**config.mk**
```make
export PLATFORM = sky130hd
export DESIGN_NAME = gat_rule
export DESIGN_NICKNAME = d
export VERILOG_FILES = /design/src/gat_pkg.sv /design/src/gat_rule.sv
export SDC_FILE = /design/constraint.sdc
export NUM_CORES = 1
export LEC_CHECK = 0
export BUFFER_PORTS_ARGS = -buffer_cell sky130_fd_sc_hd__buf_2
export CAP_MARGIN = 20
export CORE_MARGIN = 4
export CORE_UTILIZATION = 44
export DETAILED_ROUTE_END_ITERATION = 6
export MAX_ROUTING_LAYER = met4
export PLACE_DENSITY = 0.77
export SLEW_MARGIN = 20
export SYNTH_ARGS = -nofsm -noshare
export SYNTH_HDL_FRONTEND = slang
export SYNTH_SLANG_ARGS = --single-unit
```
**constraint.sdc**
```tcl
create_clock -name vclk -period 16.3
set_input_delay 0.815 -clock vclk [all_inputs]
set_output_delay 0.815 -clock vclk [all_outputs]
set_load 0.01 [all_outputs]
```
**src/gat_pkg.sv**
```systemverilog
`timescale 1ns / 1ps
// Shared constants and types of the generations automaton step block.
// No dependencies; every other file imports this package.
package gat_pkg;

   // Default sizes handed to the top level parameters
   localparam int DEF_MAX_SIDE  = 256;
   localparam int DEF_CELL_BITS = 8;

   // Field widths of the channels
   localparam int FUNC_W    = 2;
   localparam int COORD_W   = 8;
   localparam int VALUE_W   = 8;
   localparam int CHANGED_W = 17;
   localparam int CSR_IDX_W = 3;
   localparam int CSR_DAT_W = 9;
   localparam int MASK_W    = 9;

   localparam logic [CHANGED_W-1:0] CHANGED_MAX = '1;

   // Item operation codes
   localparam logic [FUNC_W-1:0] FUNC_WRITE = 2'd0;
   localparam logic [FUNC_W-1:0] FUNC_STEP  = 2'd1;
   localparam logic [FUNC_W-1:0] FUNC_READ  = 2'd2;

   // Register indexes
   localparam logic [CSR_IDX_W-1:0] REG_BIRTH    = 3'd0;
   localparam logic [CSR_IDX_W-1:0] REG_SURVIVAL = 3'd1;
   localparam logic [CSR_IDX_W-1:0] REG_STATES   = 3'd2;
   localparam logic [CSR_IDX_W-1:0] REG_WIDTH    = 3'd3;
   localparam logic [CSR_IDX_W-1:0] REG_HEIGHT   = 3'd4;

   // Register reset values
   localparam logic [MASK_W-1:0] RST_BIRTH    = 9'd8;
   localparam logic [MASK_W-1:0] RST_SURVIVAL = 9'd12;
   localparam logic [7:0]        RST_STATES   = 8'd2;
   localparam logic [8:0]        RST_WIDTH    = 9'd240;
   localparam logic [8:0]        RST_HEIGHT   = 9'd240;

   // Sequencer states
   typedef enum logic [7:0] {
      ST_CLEAR      = 8'b0000_0001,
      ST_IDLE       = 8'b0000_0010,
      ST_ACCESS     = 8'b0000_0100,
      ST_GEN        = 8'b0000_1000,
      ST_GEN_DRAIN  = 8'b0001_0000,
      ST_COPY       = 8'b0010_0000,
      ST_COPY_DRAIN = 8'b0100_0000,
      ST_FINISH     = 8'b1000_0000
   } state_type;

endpackage

```
**src/gat_rule.sv**
```systemverilog
`timescale 1ns / 1ps
// Cell update rule: counts live neighbors in a 3x3 window and picks the next state.
// Depends on gat_pkg.
module gat_rule import gat_pkg::*; #(
   parameter int CELL_BITS = DEF_CELL_BITS
) (
   input  logic [2:0][2:0][CELL_BITS-1:0] win,   // [column][row], center at [1][1]
   input  logic [CELL_BITS-1:0]           top,
   input  logic [MASK_W-1:0]              birth_mask,
   input  logic [MASK_W-1:0]              survival_mask,
   output logic [CELL_BITS-1:0]           next_cell,
   output logic                           changed
);

   logic [3:0]           live;
   logic [CELL_BITS-1:0] center;
   logic [MASK_W-1:0]    mask;

   // Count live neighbors
   always_comb begin
      live = '0;
      for (int c = 0; c < 3; c++) begin
         for (int r = 0; r < 3; r++) begin
            if (!(c == 1 && r == 1) && win[c][r] == top) begin
               live = live + 4'd1;
            end
         end
      end
   end

   // Decay, birth, survival or death
   always_comb begin
      center = win[1][1];
      mask   = (center == '0) ? birth_mask : survival_mask;
      if (center != '0 && center < top) begin
         next_cell = center - CELL_BITS'(1);
      end else if (mask[live]) begin
         next_cell = top;
      end else if (center == '0) begin
         next_cell = '0;
      end else begin
         next_cell = top - CELL_BITS'(1);
      end
      changed = (next_cell != center);
   end

endmodule

```
==> results <==
- The largest individual stage delay along the critical path comes from the cell nand4_1.
- The number of antenna diodes in the final layout is 0.
- The number of buffer cells added on primary ports is around 110.
- Setup repair after global routing left no endpoint under its margin.
- The count of unresolved DRC violations after routing is 0.
- The worst-case IR drop observed on VDD is 0.0190 mV.
- about 110 I/O pins were placed.
- Dividing the detail-routed wire length by the instance count gives 15.8 um.
- The endpoint type of the worst setup path is a primary output.
- The critical path is of the in2out type.
- The standard cell core area is 5990 sq um.
- The growth of design area from synthesis to finish is 18.8%.
- The final-layout clock buffer total is 0.
- Detailed routing placed a total of 577 um of wire on met3.
- The critical path's largest stage delay is approximately 0.42 ns.
- The number of antenna violations at the first check in global routing is 0.
- The routability-driven placement congestion ratio is slightly above 0.9.
- The total number of yosys warnings is 0.
- Across every metal layer, demand over resource in global routing totals 21.7%.
- Summing the areas of all compound-gate instances in the mapped netlist gives a little under a fifth of the synthesized area.
- The min-delay analysis places its worst path in the category in2out.
- After layout, the design draws a total of 79.0 uW.
- The sequential share of the synthesized area is 0%.
- After Yosys synthesis, and, or, nand and nor cells account for between 20% and 30% of the synthesized area.
- The post-synthesis instance total is between 300 and 400.
- Based on the critical path, the design can be clocked at up to approximately 120 MHz.
- The via count of the first global-routing pass is about 3000.
- After synthesis, the largest family of logic cells by area is XOR/XNOR gates.
- The post-placement cell count is roughly 520.
- The hold buffer count at cts is 0.
- For the worst setup path, the data arrival time is roughly 7.7 ns.
- The initial utilization of the core area, before any placement, comes to approximately 46%.
- The first routing iteration left 126 violations.
- The net count of the finished layout is about 560.
- The synthesized net count is 467.
- The die height is slightly below 90 um.
- The final total negative setup slack is 0 ns.
- The design has 0 sequential cells.
- The final setup violation count is 0.
- Global routing finished with a remaining overflow of 0.
- The count of nets left with antenna violations once routing finished came out at 0.
- Summing all multi-input logic gate instances after layout gives 2530 sq um.
- After detailed routing, the wire length on met1 is ~3400 um.
- Multiplexer cells account for 8.08% of the synthesized area.
- Summing the areas of all fa, ha and maj instances in the mapped netlist gives under 10% of the synthesized area.
- The post-route clock period utilization is between 50% and 60%.
- Dividing the synthesized area by the synthesized cell count gives ~7.8 sq um.
- Hold timing on the final database bottoms out at a slack of between 1.5 and 2 ns.
- The post-route minimum period is approximately 8.6 ns.
- Entering global routing, the biggest net connects 23 pins.
- The fraction of synthesized cell area in xor and xnor cells is 32.9%.
- Of all nets on the critical path, the largest fanout is 17.
- The final cell count without fillers is slightly above 500.
- The run finished with clean final reports.
- The count of instances resized after the clock tree is built is 0.
- Data on the critical path is required at its endpoint by approximately 15 ns.
- The cell area after technology mapping is ~2700 sq um.
- The total number of vias is 2925.
- The die width is roughly 87 um.
- The number of hold-slack violations in the final timing report is 0.
- The most numerous cell type found on the critical path is ha_1.
- After clock tree synthesis, the setup repair step added 0 buffers.
- The post-route netlist has a little under a third of its cells at a drive strength greater than 1.
- Detailed placement finished with a half-perimeter wire length of 6680 um.
- The worst setup path is launched from an input port.
- The wire length of the first global-routing pass is 13400 um.
- The max-slew violation count came to 0.
- The detailed route wirelength on metal2 is roughly 4100 um.
- In this run, distinct cell masters in the synthesized netlist total 73.
- The full die area is around 7600 sq um.
- The number of core rows is 28.
- The slew of the pin with the lowest slew margin is about 1.1 ns.
- Once layout is done, the placed cells without fillers occupy between 3000 and 4000 sq um.
- The sequential cell area is 0 sq um.
- Max-cap violations in this run came to 0.
- For this block, the routed nets add up to between 8000 and 9000 um of wire.
- The pre-antenna-repair detailed-routing pass consisted of 4 iterations.
- Once placement finished, the instance area stood at between 3000 and 4000 sq um.
- Measured against its own limit, the worst slew margin works out to between 20% and 30%.
- The average via count per standard cell is around 5.7.
- The detailed router used layers up to and including met4.
- The fill cell instance count of the final layout is ~590.
- Summed over all cells, the static leakage comes to roughly 0.0015 uW.
- Power spread over the standard cell area amounts to ~24 nW/um^2.
[placed cells by master (no fill, tap or decap), types with 3 or more instances in the layout]
cell      synthesis  routed
buf_2             1     107
xnor2_1          46      46
xor2_1           34      34
nor2_1           30      30
inv_1            23      23
a21oi_1          17      17
ha_1             17      17
nor3_1           16      16
nand2_1          15      15
nand4_1          11      11
nand3_1          11      11
mux2i_1           9       9
a21o_1            8       8
o21ai_0           7       7
nor4_1            5       5
mux2_2            4       4
a211oi_1          4       4
and3_1            4       4
a32oi_1           4       4
xnor2_4           3       3
a311oi_1          3       3
and2_1            3       3
a221oi_1          3       3
[layout make-up]
cell class	count	share of cell area [%]
Multi-Input combinational cell	310	77.8
Inverter	23	2.65
Timing Repair Buffer	108	16.7
Tap cell	75	2.88
[report_power, final]
group	internal (uW)	total (uW)	switching, uW	leakage, uW
sequential	0	0	0	0
clock	0	0	0	0
combinational	36.6	79.0	42.4	0.00146
[logic make-up after synthesis]
group	after synthesis
multiplexers	17
buffers and inverters	42
AO/OA/AOI/OAI	68
XOR/XNOR	89
adder cells (fa/ha/maj)	17
AND/OR/NAND/NOR	119
[metrics by stage]
step | util [%] | setup WS [ns]
2_1_floorplan | - | 8.37
3_3_place_gp | 54.3 | 8.05
3_5_place_dp | 54.3 | 7.77
4_1_cts | 54.3 | 7.74
5_1_grt | 54.3 | 7.13
6_report | 54.3 | 7.74
[final timing paths]
path	end	cells after the start	from	slack, ns
max	changed	34	top[6]	7.74
min	next_cell[0]	3	win[32]	1.95
[worst max-delay path: cells and delay by family]
family	cells	cell delay, ns
xor+xnor	4	0.79
mux	2	0.54
buf+inv	6	0.74
fa+ha+maj	6	1.44
simple gates	12	2.47
compound gates	4	0.92
[cell usage after synthesis (2+ instances only)]
library cell  count  area, sq um
and4_1            2         17.5
buf_4             5         37.5
a21oi_1          17         85.1
xnor2_1          46          403
buf_6             4         45.0
and2_1            3         18.8
xnor3_2           2         47.6
nand4_1          11         68.8
a21boi_0          2         15.0
xor2_1           34          298
inv_1            23         86.3
nor2_4            2         22.5
a21o_1            8         60.1
mux2i_1           9         90.1
a311oi_1          3         26.3
nand4b_1          2         17.5
nand2_1          15         56.3
o21ai_0           7         35.0
nand3_1          11         55.1
mux2_2            4         45.0
a32oi_1           4         35.0
xnor2_2           2         32.5
nor4_1            5         31.3
a211oi_1          4         30.0
ha_1             17          213
nor2b_1           2         12.5
nand3_2           2         20.0
and3_1            4         25.0
a221oi_1          3         26.3
or3_1             2         12.5
clkbuf_1          8         30.0
a31oi_1           2         12.5
nor2_1           30          113
xnor2_4           3         82.6
nor3_1           16         80.1
[metal layers]
| layer | vias to the layer above | global-route usage (%) |
|---|---|---|
| met4 | 0 | 3.12 |
| li1 | 1448 | - |
| met5 | - | - |
| met1 | 1342 | 27.1 |
| met2 | 127 | 39.1 |
| met3 | 8 | 1.32 |
Power figures use the tool's default switching activity.
